===== src/hw/rtl/assert_macros.svh =====
// assertion macros shared by the ir transmitter rtl
`ifndef ASSERT_MACROS_SVH
`define ASSERT_MACROS_SVH

// plain property, sampled on clk_i, off while rst_ni is low
`define IPDT_ASSERT(lbl, prop, msg) \
  lbl: assert property (@(posedge clk_i) disable iff (!rst_ni) (prop)) else $error(msg);

// same-cycle implication
`define IPDT_ASSERT_IMP(lbl, ante, cons, msg) \
  lbl: assert property (@(posedge clk_i) disable iff (!rst_ni) (ante) |-> (cons)) \
    else $error(msg);

`endif


===== src/hw/rtl/ipdt_pkg.sv =====
// types, constants and helpers of the ir pulse-distance transmitter
`default_nettype none

package ipdt_pkg;

  localparam int unsigned DurW    = 16;
  localparam int unsigned RepW    = 3;
  localparam int unsigned WordW   = 32;
  localparam int unsigned BitPosW = 6;
  localparam int unsigned CfgIdxW = 3;
  localparam int unsigned CfgDatW = 16;

  // register indexes
  localparam logic [CfgIdxW-1:0] RegLeadMark  = 3'd0;
  localparam logic [CfgIdxW-1:0] RegLeadSpace = 3'd1;
  localparam logic [CfgIdxW-1:0] RegBitMark   = 3'd2;
  localparam logic [CfgIdxW-1:0] RegZeroSpace = 3'd3;
  localparam logic [CfgIdxW-1:0] RegOneSpace  = 3'd4;
  localparam logic [CfgIdxW-1:0] RegGap       = 3'd5;
  localparam logic [CfgIdxW-1:0] RegRepeats   = 3'd6;

  // reset values of the registers
  localparam logic [DurW-1:0] LeadMarkRst  = 16'd9000;
  localparam logic [DurW-1:0] LeadSpaceRst = 16'd4500;
  localparam logic [DurW-1:0] BitMarkRst   = 16'd562;
  localparam logic [DurW-1:0] ZeroSpaceRst = 16'd562;
  localparam logic [DurW-1:0] OneSpaceRst  = 16'd1687;
  localparam logic [DurW-1:0] GapRst       = 16'd40000;
  localparam logic [RepW-1:0] RepeatsRst   = 3'd2;

  typedef enum logic [2:0] {
    PhIdle      = 3'd0,
    PhLeadMark  = 3'd1,
    PhLeadSpace = 3'd2,
    PhBitMark   = 3'd3,
    PhBitSpace  = 3'd4,
    PhGap       = 3'd5
  } phase_e;

  typedef struct packed {
    logic [DurW-1:0] lead_mark;
    logic [DurW-1:0] lead_space;
    logic [DurW-1:0] bit_mark;
    logic [DurW-1:0] zero_space;
    logic [DurW-1:0] one_space;
    logic [DurW-1:0] gap;
    logic [RepW-1:0] repeats;
  } cfg_t;

  typedef struct packed {
    logic carrier_on;
    logic busy_res;
    logic done_res;
    logic rejected;
  } result_t;

  function automatic logic [DurW-1:0] dur_min1(input logic [DurW-1:0] d);
    return (d == '0) ? DurW'(1) : d;
  endfunction

  function automatic logic [RepW-1:0] rep_min1(input logic [RepW-1:0] r);
    return (r == '0) ? RepW'(1) : r;
  endfunction

endpackage

`default_nettype wire


===== src/hw/rtl/ipdt_if.sv =====
// valid/ready channel interfaces of the ir transmitter
`default_nettype none

interface ipdt_in_if;
  logic                         valid;
  logic                         ready;
  logic                         cmd;
  logic [ipdt_pkg::WordW-1:0]   command_bits;

  modport source (output valid, output cmd, output command_bits, input ready);
  modport sink   (input valid, input cmd, input command_bits, output ready);
endinterface

interface ipdt_out_if;
  logic valid;
  logic ready;
  logic carrier_on;
  logic busy_res;
  logic done_res;
  logic rejected;

  modport source (output valid, output carrier_on, output busy_res, output done_res,
                  output rejected, input ready);
  modport sink   (input valid, input carrier_on, input busy_res, input done_res,
                  input rejected, output ready);
endinterface

`default_nettype wire


===== src/hw/rtl/ipdt_cfg_regs.sv =====
// timing and repeat registers of the ir transmitter
`default_nettype none

module ipdt_cfg_regs (
  input  wire logic                          clk_i,
  input  wire logic                          rst_ni,
  input  wire logic                          cfg_we_i,
  input  wire logic [ipdt_pkg::CfgIdxW-1:0]  cfg_idx_i,
  input  wire logic [ipdt_pkg::CfgDatW-1:0]  cfg_data_i,
  output ipdt_pkg::cfg_t                     cfg_o
);

  ipdt_pkg::cfg_t cfg_q, cfg_d;

  always_comb begin
    cfg_d = cfg_q;
    if (cfg_we_i) begin
      unique case (cfg_idx_i)
        ipdt_pkg::RegLeadMark:  cfg_d.lead_mark  = cfg_data_i;
        ipdt_pkg::RegLeadSpace: cfg_d.lead_space = cfg_data_i;
        ipdt_pkg::RegBitMark:   cfg_d.bit_mark   = cfg_data_i;
        ipdt_pkg::RegZeroSpace: cfg_d.zero_space = cfg_data_i;
        ipdt_pkg::RegOneSpace:  cfg_d.one_space  = cfg_data_i;
        ipdt_pkg::RegGap:       cfg_d.gap        = cfg_data_i;
        ipdt_pkg::RegRepeats:   cfg_d.repeats    = cfg_data_i[ipdt_pkg::RepW-1:0];
        default:                cfg_d            = cfg_q;
      endcase
    end
  end

  always_ff @(posedge clk_i or negedge rst_ni) begin
    if (!rst_ni) begin
      cfg_q.lead_mark  <= ipdt_pkg::LeadMarkRst;
      cfg_q.lead_space <= ipdt_pkg::LeadSpaceRst;
      cfg_q.bit_mark   <= ipdt_pkg::BitMarkRst;
      cfg_q.zero_space <= ipdt_pkg::ZeroSpaceRst;
      cfg_q.one_space  <= ipdt_pkg::OneSpaceRst;
      cfg_q.gap        <= ipdt_pkg::GapRst;
      cfg_q.repeats    <= ipdt_pkg::RepeatsRst;
    end else begin
      cfg_q <= cfg_d;
    end
  end

  assign cfg_o = cfg_q;

endmodule

`default_nettype wire


===== src/hw/rtl/ipdt_sequencer.sv =====
// frame phase sequencer: one item in, one result out, state updated per item
`default_nettype none

`include "assert_macros.svh"

module ipdt_sequencer #(
  parameter int unsigned COMMAND_BITS = 32
) (
  input  wire logic                        clk_i,
  input  wire logic                        rst_ni,
  input  wire ipdt_pkg::cfg_t              cfg_i,
  input  wire logic                        item_valid_i,
  input  wire logic                        cmd_i,
  input  wire logic [ipdt_pkg::WordW-1:0]  command_bits_i,
  output ipdt_pkg::result_t                result_o
);

  localparam logic [ipdt_pkg::BitPosW-1:0] LastBit = ipdt_pkg::BitPosW'(COMMAND_BITS - 1);

  ipdt_pkg::phase_e                    phase_q, phase_d;
  logic [ipdt_pkg::DurW-1:0]           ticks_q, ticks_d;
  logic [ipdt_pkg::BitPosW-1:0]        bitpos_q, bitpos_d;
  logic [ipdt_pkg::RepW-1:0]           frames_q, frames_d;
  logic [ipdt_pkg::WordW-1:0]          word_q, word_d;

  logic                                cur_bit;
  logic                                expire;
  logic                                last_frame;
  logic [ipdt_pkg::RepW-1:0]           frames_inc;

  // bits past the stored word go out as zero
  assign cur_bit    = bitpos_q[ipdt_pkg::BitPosW-1] ? 1'b0
                    : word_q[bitpos_q[ipdt_pkg::BitPosW-2:0]];
  assign expire     = (ticks_q <= ipdt_pkg::DurW'(1));
  assign frames_inc = frames_q + ipdt_pkg::RepW'(1);
  assign last_frame = (frames_inc >= ipdt_pkg::rep_min1(cfg_i.repeats)) || (frames_inc == '0);

  // next state
  always_comb begin
    phase_d  = phase_q;
    ticks_d  = ticks_q;
    bitpos_d = bitpos_q;
    frames_d = frames_q;
    word_d   = word_q;
    if (item_valid_i) begin
      if (cmd_i) begin
        if (phase_q == ipdt_pkg::PhIdle) begin
          word_d   = command_bits_i;
          bitpos_d = '0;
          frames_d = '0;
          phase_d  = ipdt_pkg::PhLeadMark;
          ticks_d  = ipdt_pkg::dur_min1(cfg_i.lead_mark);
        end
      end else if (phase_q != ipdt_pkg::PhIdle) begin
        if (!expire) begin
          ticks_d = ticks_q - ipdt_pkg::DurW'(1);
        end else begin
          unique case (phase_q)
            ipdt_pkg::PhLeadMark: begin
              phase_d = ipdt_pkg::PhLeadSpace;
              ticks_d = ipdt_pkg::dur_min1(cfg_i.lead_space);
            end
            ipdt_pkg::PhLeadSpace: begin
              phase_d  = ipdt_pkg::PhBitMark;
              bitpos_d = '0;
              ticks_d  = ipdt_pkg::dur_min1(cfg_i.bit_mark);
            end
            ipdt_pkg::PhBitMark: begin
              phase_d = ipdt_pkg::PhBitSpace;
              ticks_d = ipdt_pkg::dur_min1(cur_bit ? cfg_i.one_space : cfg_i.zero_space);
            end
            ipdt_pkg::PhBitSpace: begin
              if (bitpos_q >= LastBit) begin
                phase_d = ipdt_pkg::PhGap;
                ticks_d = ipdt_pkg::dur_min1(cfg_i.gap);
              end else begin
                bitpos_d = bitpos_q + ipdt_pkg::BitPosW'(1);
                phase_d  = ipdt_pkg::PhBitMark;
                ticks_d  = ipdt_pkg::dur_min1(cfg_i.bit_mark);
              end
            end
            ipdt_pkg::PhGap: begin
              frames_d = frames_inc;
              if (last_frame) begin
                phase_d = ipdt_pkg::PhIdle;
                ticks_d = '0;
              end else begin
                phase_d  = ipdt_pkg::PhLeadMark;
                bitpos_d = '0;
                ticks_d  = ipdt_pkg::dur_min1(cfg_i.lead_mark);
              end
            end
            default: begin
              phase_d = phase_q;
            end
          endcase
        end
      end
    end
  end

  // result of the current item
  always_comb begin
    result_o.carrier_on = item_valid_i &&
                          (phase_q == ipdt_pkg::PhLeadMark || phase_q == ipdt_pkg::PhBitMark);
    result_o.busy_res   = (phase_d != ipdt_pkg::PhIdle);
    result_o.rejected   = item_valid_i && cmd_i && (phase_q != ipdt_pkg::PhIdle);
    result_o.done_res   = item_valid_i && !cmd_i && (phase_q == ipdt_pkg::PhGap) &&
                          expire && last_frame;
  end

  always_ff @(posedge clk_i or negedge rst_ni) begin
    if (!rst_ni) begin
      phase_q  <= ipdt_pkg::PhIdle;
      ticks_q  <= '0;
      bitpos_q <= '0;
      frames_q <= '0;
      word_q   <= '0;
    end else begin
      phase_q  <= phase_d;
      ticks_q  <= ticks_d;
      bitpos_q <= bitpos_d;
      frames_q <= frames_d;
      word_q   <= word_d;
    end
  end

  `IPDT_ASSERT_IMP(a_idle_no_ticks, phase_q == ipdt_pkg::PhIdle, ticks_q == '0, "idle, ticks")
  `IPDT_ASSERT_IMP(a_busy_has_ticks, phase_q != ipdt_pkg::PhIdle, ticks_q != '0, "no ticks left")
  `IPDT_ASSERT(a_bitpos_range, bitpos_q <= LastBit, "bit position past last bit")
  `IPDT_ASSERT_IMP(a_done_goes_idle, result_o.done_res, phase_d == ipdt_pkg::PhIdle, "done, busy")

endmodule

`default_nettype wire


===== src/hw/rtl/ipdt_out_stage.sv =====
// result register between the sequencer and the output channel
`default_nettype none

`include "assert_macros.svh"

module ipdt_out_stage (
  input  wire logic              clk_i,
  input  wire logic              rst_ni,
  input  wire logic              in_valid_i,
  output logic                   in_ready_o,
  input  wire ipdt_pkg::result_t result_i,
  output logic                   out_valid_o,
  input  wire logic              out_ready_i,
  output ipdt_pkg::result_t      result_o
);

  logic              valid_q, valid_d;
  ipdt_pkg::result_t data_q;
  logic              load;

  assign in_ready_o = !valid_q || out_ready_i;
  assign load       = in_valid_i && in_ready_o;

  always_comb begin
    valid_d = valid_q;
    if (load) begin
      valid_d = 1'b1;
    end else if (out_ready_i) begin
      valid_d = 1'b0;
    end
  end

  always_ff @(posedge clk_i or negedge rst_ni) begin
    if (!rst_ni) begin
      valid_q <= 1'b0;
    end else begin
      valid_q <= valid_d;
    end
  end

  always_ff @(posedge clk_i) begin
    if (load) begin
      data_q <= result_i;
    end
  end

  assign out_valid_o = valid_q;
  assign result_o    = data_q;

  `IPDT_ASSERT_IMP(a_no_overwrite, valid_q && !out_ready_i, !in_ready_o, "held result lost")
  `IPDT_ASSERT_IMP(a_done_not_busy, valid_q && data_q.done_res, !data_q.busy_res, "done, busy")
  `IPDT_ASSERT_IMP(a_ready_when_empty, !valid_q, in_ready_o, "not ready while empty")

endmodule

`default_nettype wire


===== src/hw/rtl/ir_pulse_distance_transmitter_unit.sv =====
// top level of the ir pulse-distance transmitter
//
// usage
//   in_if  : items of cmd and command_bits; cmd 1 starts a frame with the given word
//            (bit 0 first), cmd 0 is one time tick (one microsecond by default)
//   out_if : one result per item: carrier_on for that tick, busy_res after the item,
//            done_res on the last tick of the final gap, rejected for a start while busy
//   cfg    : cfg_we_i / cfg_idx_i / cfg_data_i write the six tick durations and the
//            frame repeat count; write them only while no frame is running
// timing
//   every item takes one cycle through the sequencer logic and lands in the result
//   register, so a result shows one cycle after its item is taken; one item per cycle
//   is taken as long as the result register is empty or being drained
// reset
//   registers go to their default nec timing (9000/4500/562/562/1687/40000 ticks,
//   two frames), the sequencer to idle and the result register to empty
// stall
//   while out_if.ready is low and a result is held, in_if.ready stays low and the
//   sequencer state does not move
`default_nettype none

module ir_pulse_distance_transmitter_unit #(
  parameter int unsigned COMMAND_BITS = 32
) (
  input  wire logic                          clk_i,
  input  wire logic                          rst_ni,
  ipdt_in_if.sink                            in_if,
  ipdt_out_if.source                         out_if,
  input  wire logic                          cfg_we_i,
  input  wire logic [ipdt_pkg::CfgIdxW-1:0]  cfg_idx_i,
  input  wire logic [ipdt_pkg::CfgDatW-1:0]  cfg_data_i
);

  ipdt_pkg::cfg_t    cfg;
  ipdt_pkg::result_t seq_res;
  ipdt_pkg::result_t out_res;
  logic              in_ready;
  logic              in_fire;

  // an item moves the sequencer only when the result register can take its result
  assign in_fire     = in_if.valid && in_ready;
  assign in_if.ready = in_ready;

  ipdt_cfg_regs u_cfg (
    .clk_i      (clk_i),
    .rst_ni     (rst_ni),
    .cfg_we_i   (cfg_we_i),
    .cfg_idx_i  (cfg_idx_i),
    .cfg_data_i (cfg_data_i),
    .cfg_o      (cfg)
  );

  // phase, tick count, bit position and frame count live here
  ipdt_sequencer #(
    .COMMAND_BITS (COMMAND_BITS)
  ) u_seq (
    .clk_i          (clk_i),
    .rst_ni         (rst_ni),
    .cfg_i          (cfg),
    .item_valid_i   (in_fire),
    .cmd_i          (in_if.cmd),
    .command_bits_i (in_if.command_bits),
    .result_o       (seq_res)
  );

  // one-entry result register decouples the two channels
  ipdt_out_stage u_out (
    .clk_i       (clk_i),
    .rst_ni      (rst_ni),
    .in_valid_i  (in_if.valid),
    .in_ready_o  (in_ready),
    .result_i    (seq_res),
    .out_valid_o (out_if.valid),
    .out_ready_i (out_if.ready),
    .result_o    (out_res)
  );

  assign out_if.carrier_on = out_res.carrier_on;
  assign out_if.busy_res   = out_res.busy_res;
  assign out_if.done_res   = out_res.done_res;
  assign out_if.rejected   = out_res.rejected;

endmodule

`default_nettype wire

===== src/flat_wrapper.sv =====
// flat-port wrapper written by rule: the top's interface ports become plain ports
module ir_pulse_distance_transmitter_unit_flat 
#(
  parameter int unsigned COMMAND_BITS = 32
)
  (clk_i, rst_ni, cfg_we_i, cfg_idx_i, cfg_data_i, in_if_valid, in_if_cmd, in_if_command_bits, in_if_ready, out_if_valid, out_if_carrier_on, out_if_busy_res, out_if_done_res, out_if_rejected, out_if_ready);
  ipdt_in_if in_if_i ();
  ipdt_out_if out_if_i ();
  input  wire logic clk_i;
  input  wire logic rst_ni;
  input  wire logic cfg_we_i;
  input  wire logic [ipdt_pkg::CfgIdxW-1:0] cfg_idx_i;
  input  wire logic [ipdt_pkg::CfgDatW-1:0] cfg_data_i;
  input wire logic [$bits(in_if_i.valid)-1:0] in_if_valid;
  input wire logic [$bits(in_if_i.cmd)-1:0] in_if_cmd;
  input wire logic [$bits(in_if_i.command_bits)-1:0] in_if_command_bits;
  output wire logic [$bits(in_if_i.ready)-1:0] in_if_ready;
  output wire logic [$bits(out_if_i.valid)-1:0] out_if_valid;
  output wire logic [$bits(out_if_i.carrier_on)-1:0] out_if_carrier_on;
  output wire logic [$bits(out_if_i.busy_res)-1:0] out_if_busy_res;
  output wire logic [$bits(out_if_i.done_res)-1:0] out_if_done_res;
  output wire logic [$bits(out_if_i.rejected)-1:0] out_if_rejected;
  input wire logic [$bits(out_if_i.ready)-1:0] out_if_ready;
  assign in_if_i.valid = in_if_valid;
  assign in_if_i.cmd = in_if_cmd;
  assign in_if_i.command_bits = in_if_command_bits;
  assign in_if_ready = in_if_i.ready;
  assign out_if_valid = out_if_i.valid;
  assign out_if_carrier_on = out_if_i.carrier_on;
  assign out_if_busy_res = out_if_i.busy_res;
  assign out_if_done_res = out_if_i.done_res;
  assign out_if_rejected = out_if_i.rejected;
  assign out_if_i.ready = out_if_ready;
  ir_pulse_distance_transmitter_unit #(.COMMAND_BITS(COMMAND_BITS)) u_core (.clk_i(clk_i), .rst_ni(rst_ni), .in_if(in_if_i), .out_if(out_if_i), .cfg_we_i(cfg_we_i), .cfg_idx_i(cfg_idx_i), .cfg_data_i(cfg_data_i));
endmodule

===== config.mk =====
export PLATFORM = sky130hd
export DESIGN_NAME = ir_pulse_distance_transmitter_unit_flat
export DESIGN_NICKNAME = d
export VERILOG_FILES = /design/src/hw/rtl/ipdt_pkg.sv /design/src/hw/rtl/ipdt_if.sv /design/src/hw/rtl/ipdt_cfg_regs.sv /design/src/hw/rtl/ipdt_sequencer.sv /design/src/hw/rtl/ipdt_out_stage.sv /design/src/hw/rtl/ir_pulse_distance_transmitter_unit.sv /design/src/flat_wrapper.sv
export VERILOG_INCLUDE_DIRS = /design/src /design/src/hw/rtl
export SDC_FILE = /design/constraint.sdc
export NUM_CORES = 1
export LEC_CHECK = 0
export BUFFER_PORTS_ARGS = -buffer_cell sky130_fd_sc_hd__buf_2
export CAP_MARGIN = 20
export CORE_MARGIN = 5
export CORE_UTILIZATION = 51
export DETAILED_ROUTE_END_ITERATION = 6
export PLACE_DENSITY = 0.69
export SETUP_SLACK_MARGIN = 0.02
export SLEW_MARGIN = 10
export SYNTH_ARGS = -nofsm -noshare
export SYNTH_HDL_FRONTEND = slang
export SYNTH_SLANG_ARGS = --single-unit

===== constraint.sdc =====
create_clock -name clk_i -period 3.42 [get_ports clk_i]
set_input_delay 0.513 -clock clk_i [delete_from_list [all_inputs] [get_ports clk_i]]
set_output_delay 0.513 -clock clk_i [all_outputs]
set_load 0.01 [all_outputs]

==> metrics.md, run 1 <==
| Metric | Value |
|---|---|
| N_diodes | `0` |
| Placer Congestion | `approximately 0.93` |
| Setup crit end kind | `register` |
| GRT Total Usage | `23.1%` |
| Cells after Synth | `just over 700` |
| Placement Rows | `46` |
| Worst hold-check path type | `primary input to async pin` |
| Ys flop type | `dfrtp_1` |
| Post-DR wirelength/cell | `between 20 and 25 um` |
| Initial antenna violation count | `0` |
| Power Dens Cells | `686 nW/um^2` |
| GRT overflow | `0` |
| CTS tree | `yes` |
| Global-route wire length before repair | `35.8 mm` |
| RSZ-0062 raised after global routing | `false` |
| Mapped cell area | `around 8400 um^2` |
| TNS Setup | `0 ns` |
| Peak VDD IR | `0.422 mV` |
| Most frequent cells in the layout | `mux2_2 (136), dfrtp_1 (129), buf_2 (61)` |
| Initial drt markers | `approximately 770` |
| Clk sinks | `164` |
| CTS Root Cell | `clkbuf_16` |
| Worst slew margin | `27.8%` |
| Min cycle time layout | `about 3 ns` |
| Layout fillers | `around 1300` |
| Max Freq | `about 340 MHz` |
| # nets final | `847` |
| Detail Route Antenna Nets | `0` |
| Die Area | `between 15000 and 20000 um^2` |
| DP HPWL | `15.7 mm` |
| GRT met1 Usage | `30.0%` |
| Clk_skew | `roughly 0.0080 ns` |
| H-tree depth | `4` |
| Post-synth ARST share | `97.6%` |
| Area Growth Syn to Fin | `14.3%` |
| Count of final setup violators | `0` |
| Worst-Margin Slew | `1.07 ns` |
| Pre-CTS setup slack | `about 0.56 ns` |
| Reg clk slew, reported paths | `approximately 0.070 ns` |
| Initial Util | `52.4%` |
| Syn avg cell area | `11.6 um^2` |
| Endpoints failing hold | `0` |
| YS warnings | `0` |
| Critical Path RT | `3.72 ns` |
| Via-to-Cell Ratio | `~6.3` |
| Placed cell areas | `approximately 9000 um^2` |
| Pins over their slew limit | `0` |
| GR peak layer | `met2` |
| Clock Latency Late Sink | `0.43 ns` |
| Tot Pwr | `between 6000 and 7000 uW` |
| Top-Level Pins | `63` |
| Number of flops mapped to enable cells by yosys | `4` |
| Critical path arrival | `around 3.2 ns` |
| Resize count post-CTS | `0` |
| Post-synthesis register bit count | `between 150 and 200` |
| Final Cell Area | `around 9600 um^2` |
| Worst Setup Start Kind | `register` |
| Distinct cells, synth | `70` |
| DR DRC count | `0` |
| Inserted Clock Buffers | `17` |
| P_leak | `between 0.003 and 0.004 uW` |
| Longest Clk Path Bufs | `2` |
| Post-CTS Setup Bufs | `0` |
| Grt met2 use | `a little under two fifths` |
| Die Wd | `138 um` |
| Total Routed Length | `about 22 mm` |
| Max-cap violations | `0` |
| I/O Buffers | `a little over 60` |
| DIE HEIGHT | `approximately 140 um` |
| DR vias | `approximately 6400` |
| Status | `finished, final reports clean` |
| CP Class | `register to register` |
| CTS Hold Bufs | `0` |
| Grt met3 use | `between 5 and 6%` |
| Largest net degree at the start of global routing | `82` |
| Hold WS | `0.112 ns` |
| Layout cells sized above 1 | `38.3%` |
| First-pass DRT Iterations | `7` |
| Reg area | `roughly 4200 um^2` |
| Setup slack after layout | `0.476 ns` |
| Number of global-route vias before repair | `around 6600` |
| Syn nets | `between 700 and 800` |
| Sequential-to-total area share from yosys stat | `between 40% and 50%` |
| Core box area | `~16000 um^2` |
| Crit share post-route | `a little under nine tenths` |
| Commonest non-fill, non-tap cell in the layout | `mux2_2` |
| Area of the multi-input gates | `around 4000 um^2` |
| Crit Path Max Fanout | `16` |
metrics by stage:
stage          cells  util, %
2_1_floorplan    720        -
3_3_place_gp     978     56.1
3_5_place_dp     978     56.1
4_1_cts         1010     59.9
5_1_grt         1010     59.9
6_report        1010     59.9
critical path, stage by stage (launching register included):
cell and delay, ns:
dfrtp_1 0.43, ha_1 0.22, ha_1 0.32, ha_1 0.30, and2_1 0.19, a211oi_2 0.09
buf_4 0.21, a21o_1 0.19, a221oi_1 0.26, o21ai_0 0.13, a221oi_1 0.33, o21ai_0 0.14
worst paths after layout:
check	startpoint	endpoint	slack, ns	cells after the start
min in group clk_i	in_if_valid	u_core.u_out.out_valid_o	0.30	2
worst max-delay path	u_core.u_seq.frames_q[0]	u_core.u_seq.ticks_q[2]	0.48	11
worst min-delay path	rst_ni	u_core.u_seq.word_q[12]	0.11	1
max in group asynchronous	rst_ni	u_core.u_cfg.cfg_o[28]	2.48	2
worst max register to register	u_core.u_seq.frames_q[0]	u_core.u_seq.ticks_q[2]	0.48	11
worst min register to register	u_core.u_seq.word_q[5]	u_core.u_seq.word_q[5]	0.51	1
power by group:
part           switching (uW)  total [uW]  internal (uW)
combinational             805        1600            793
clock                     890        1940           1050
sequential                496        3040           2540
total                    2190        6570           4380
cells in the mapped netlist (4+ instances only):
master	instances	area, um^2
a21o_1	5	37.5
a21oi_1	27	135
a221oi_1	14	123
a22oi_1	9	67.6
a31oi_1	6	37.5
a41oi_1	4	35.0
and2_1	7	43.8
buf_2	7	35.0
clkbuf_1	26	97.6
dfrtp_1	129	3230
dfstp_2	31	815
edfxtp_1	4	120
ha_1	9	113
inv_1	10	37.5
mux2_2	136	1530
mux2i_1	19	190
nand2_1	37	139
nand2b_1	12	75.1
nand3_1	10	50.1
nand4_1	4	25.0
nor2_1	30	113
nor2b_1	5	31.3
nor3_1	20	100
nor4_1	29	181
o21ai_0	28	140
o22ai_1	6	37.5
o31a_1	4	35.0
or3_1	10	62.6
xor2_1	5	43.8
cell type report:
class                           instances  area share [%]
Sequential cell                       164            43.5
Multi-Input combinational cell        504            41.8
Timing Repair Buffer                   84            5.16
Clock buffer                           17            4.44
Tap cell                              216            2.82
Clock inverter                         15            1.92
Inverter                               10           0.392
layer usage:
layer / up-vias / share of wire [%] / wire length, um
li1: 2844 / - / -
met1: 3224 / 42 / 9090
met2: 266 / 49 / 10700
met3: 44 / 6.9 / 1500
met4: 0 / 2.5 / 546
met5: - / 0 / 0
kinds of logic after synthesis:
kind of cell               synth area share [%]
DFF                                        49.7
muxes                                      21.1
and+or+nand+nor                            11.8
buffers and inverters                      2.84
AOI/OAI and AO/OA                          12.5
xor gates and xnor gates                  0.836
adders and majority gates                  1.34
state kept, by name (all words and copies together) (netlist names):
register,count
u_core.u_cfg.cfg_o,99
u_core.u_seq.word_q,32
u_core.u_seq.ticks_q,16
u_core.u_seq.bitpos_q,6
u_core.u_out.result_o,4
u_core.u_seq.frames_q,3
u_core.u_seq.phase_q,3
u_core.u_out.out_valid_o,1
(Power assumes the default switching activity.)
==> run 2: changes to the inputs <==
Settings changed: PLACE_DENSITY 0.69 to default, PLACE_DENSITY_LB_ADDON from default to 0.3.
==> run 2 against run 1 <==
Final area up 0.90%; power up 4.4%; final cell count is essentially flat; clock skew is 0.0059 ns higher; sequential power is essentially flat; via count down 1.3%; global-route usage grew 0.25 points; sequential cell count unchanged; first-iteration DRC count fell by 28%; critical endpoint is now u_core.u_seq.ticks_q[0]; largest power group unchanged.
==> metrics.md, run 2 (synthesis gave the netlist of run 1 again) <==
| Metric | Value |
|---|---|
| RSZ-0062 raised after global routing | `false` |
| Commonest non-fill, non-tap cell in the layout | `mux2_2` |
| Clk pwr share | `32.4%` |
| Slowest CP cell | `a211oi_2` |
| Inserted Clock Buffers | `17` |
| Detail Route Antenna Nets | `0` |
| Crit-path cells | `ha_1 -> ha_1 -> ha_1 -> a211o_1 -> a211oi_2 -> buf_4 -> o21ai_0 -> nand4_1 -> a21o_1 -> a21oi_1 -> o31ai_1` |
| Crit path max-delay family | `compound AO/OA/AOI/OAI gates` |
| GRT overflow | `0` |
| Peak VDD IR | `0.372 mV` |
| TNS Setup | `0 ns` |
| Min cycle time layout | `slightly above 3 ns` |
| Die Area | `approximately 19000 um^2` |
| I/O Buffers | `62` |
| Endpoints failing hold | `0` |
| CTS Root Cell | `clkbuf_16` |
| Status | `finished, final reports clean` |
| WP buf/inv | `1` |
| CP Class | `register to register` |
| DIE HEIGHT | `138 um` |
| Longest Clk Path Bufs | `2` |
| Number of global-route vias before repair | `approximately 6600` |
| Seq pwr share | `around 45%` |
| Resize count post-CTS | `0` |
| CTS tree | `yes` |
| Clk_skew | `0.0139 ns` |
| Pins over their slew limit | `0` |
| Power Dens Cells | `roughly 700 nW/um^2` |
| Core box area | `16000 um^2` |
| Clock Latency Late Sink | `0.44 ns` |
| Largest net degree at the start of global routing | `slightly above 80` |
| Critical path arrival | `roughly 3.4 ns` |
| Worst slew margin | `a little under half` |
| Count of final setup violators | `0` |
| Worst hold-check path type | `primary input to async pin` |
| Worst Setup Start Kind | `register` |
| Clk sinks | `164` |
| Reg clk slew, reported paths | `~0.070 ns` |
| First-pass DRT Iterations | `5` |
| Post-DR wirelength/cell | `21.7 um` |
| Top-Level Pins | `63` |
| Switching Share | `approximately 31%` |
| Via-to-Cell Ratio | `6.23` |
| Setup crit end kind | `register` |
| Most frequent CP cell | `ha_1` |
| Critical Path RT | `3.76 ns` |
| H-tree depth | `4` |
| Initial antenna violation count | `0` |
| DR vias | `around 6300` |
| DR DRC count | `0` |
| N_diodes | `0` |
| Max Freq | `about 330 MHz` |
| Layout cells sized above 1 | `approximately two fifths` |
| Global-route wire length before repair | `~36 mm` |
| Flip-flop count of the largest register after layout | `99` |
| P_leak | `0.00400 uW` |
| Net Sw Power | `~2100 uW` |
| Most frequent cells in the layout | `mux2_2 (136), dfrtp_1 (129), buf_2 (61)` |
| Max-cap violations | `0` |
| Area Growth Syn to Fin | `15.3%` |
| # nets final | `848` |
| CP max stage delay | `about 0.55 ns` |
| Total Routed Length | `between 20 and 25 mm` |
| Worst-Margin Slew | `around 0.8 ns` |
| Comb power frac | `roughly 23%` |
| Initial drt markers | `555` |
| Crit Path Max Fanout | `10` |
| Die Wd | `around 140 um` |
| Crit share post-route | `89.5%` |
| Internal | `4730 uW` |
| DP HPWL | `15.6 mm` |
| CTS Hold Bufs | `0` |
| Final core occ | `between 60 and 70%` |
| Placement Rows | `between 40 and 50` |
| GRT Total Usage | `a little under a quarter` |
| Initial Util | `between 50% and 60%` |
| Placer Congestion | `0.931` |
| Post-CTS Setup Bufs | `0` |
## run 2: cell count changes in the layout (fill, tap and decap cells not counted), sizes merged
cell	previous run	this run
clkinvlp	1	0
buf	84	85
bufinv	1	6
clkinv	5	1
## run 2: area by class of cell
cell class / count / area, um^2
multi-input cells: 504 / 4010
repair buffers: 85 / 502
clock buffers: 17 / 425
well taps: 216 / 270
flip-flops and latches: 164 / 4160
inverters: 10 / 37.5
clock inverters: 15 / 263
fillers: 1366 / 6330
## run 2: stage by stage
stage	power (uW)	setup slack, ns	hold WS [ns]	std cells	area, um^2
detailed placement	4630	0.419	0.494	979	8980
global route	7200	0.132	0.171	1011	9670
finish	6870	0.360	0.109	1011	9670
CTS	6890	0.393	0.141	1011	9670
floorplan	4020	0.569	0.217	720	8380
global placement	4550	0.513	0.488	978	8970
## run 2: final timing paths
path                                     startpoint  depth (start not counted)  slack (ns)                       end
max                        u_core.u_seq.frames_q[0]                         11        0.36   u_core.u_seq.ticks_q[0]
min reg2reg                  u_core.u_seq.word_q[8]                          1        0.51    u_core.u_seq.word_q[8]
min in group clk_i                      in_if_valid                          2        0.28  u_core.u_out.out_valid_o
min                                          rst_ni                          1        0.11   u_core.u_seq.word_q[14]
max reg2reg                u_core.u_seq.frames_q[0]                         11        0.36   u_core.u_seq.ticks_q[0]
max in group asynchronous                    rst_ni                          2        2.37    u_core.u_cfg.cfg_o[21]
## run 2: power by group through the flow
stage	Combinational (uW)	Sequential, uW	Clock [uW]
floorplan	1170	2850	0
global placement	1520	3030	0
detailed placement	1570	3060	0
CTS	1590	3030	2270
global route	1740	3100	2360
finish	1590	3050	2230
## run 2: metal layers
layer	up-vias	part of all wire, %	GRT usage, %
li1	2865	-	-
met1	3146	41	29.5
met2	229	49	38.1
met3	57	6.3	6.17
met4	0	3.5	10.1
met5	-	0	0
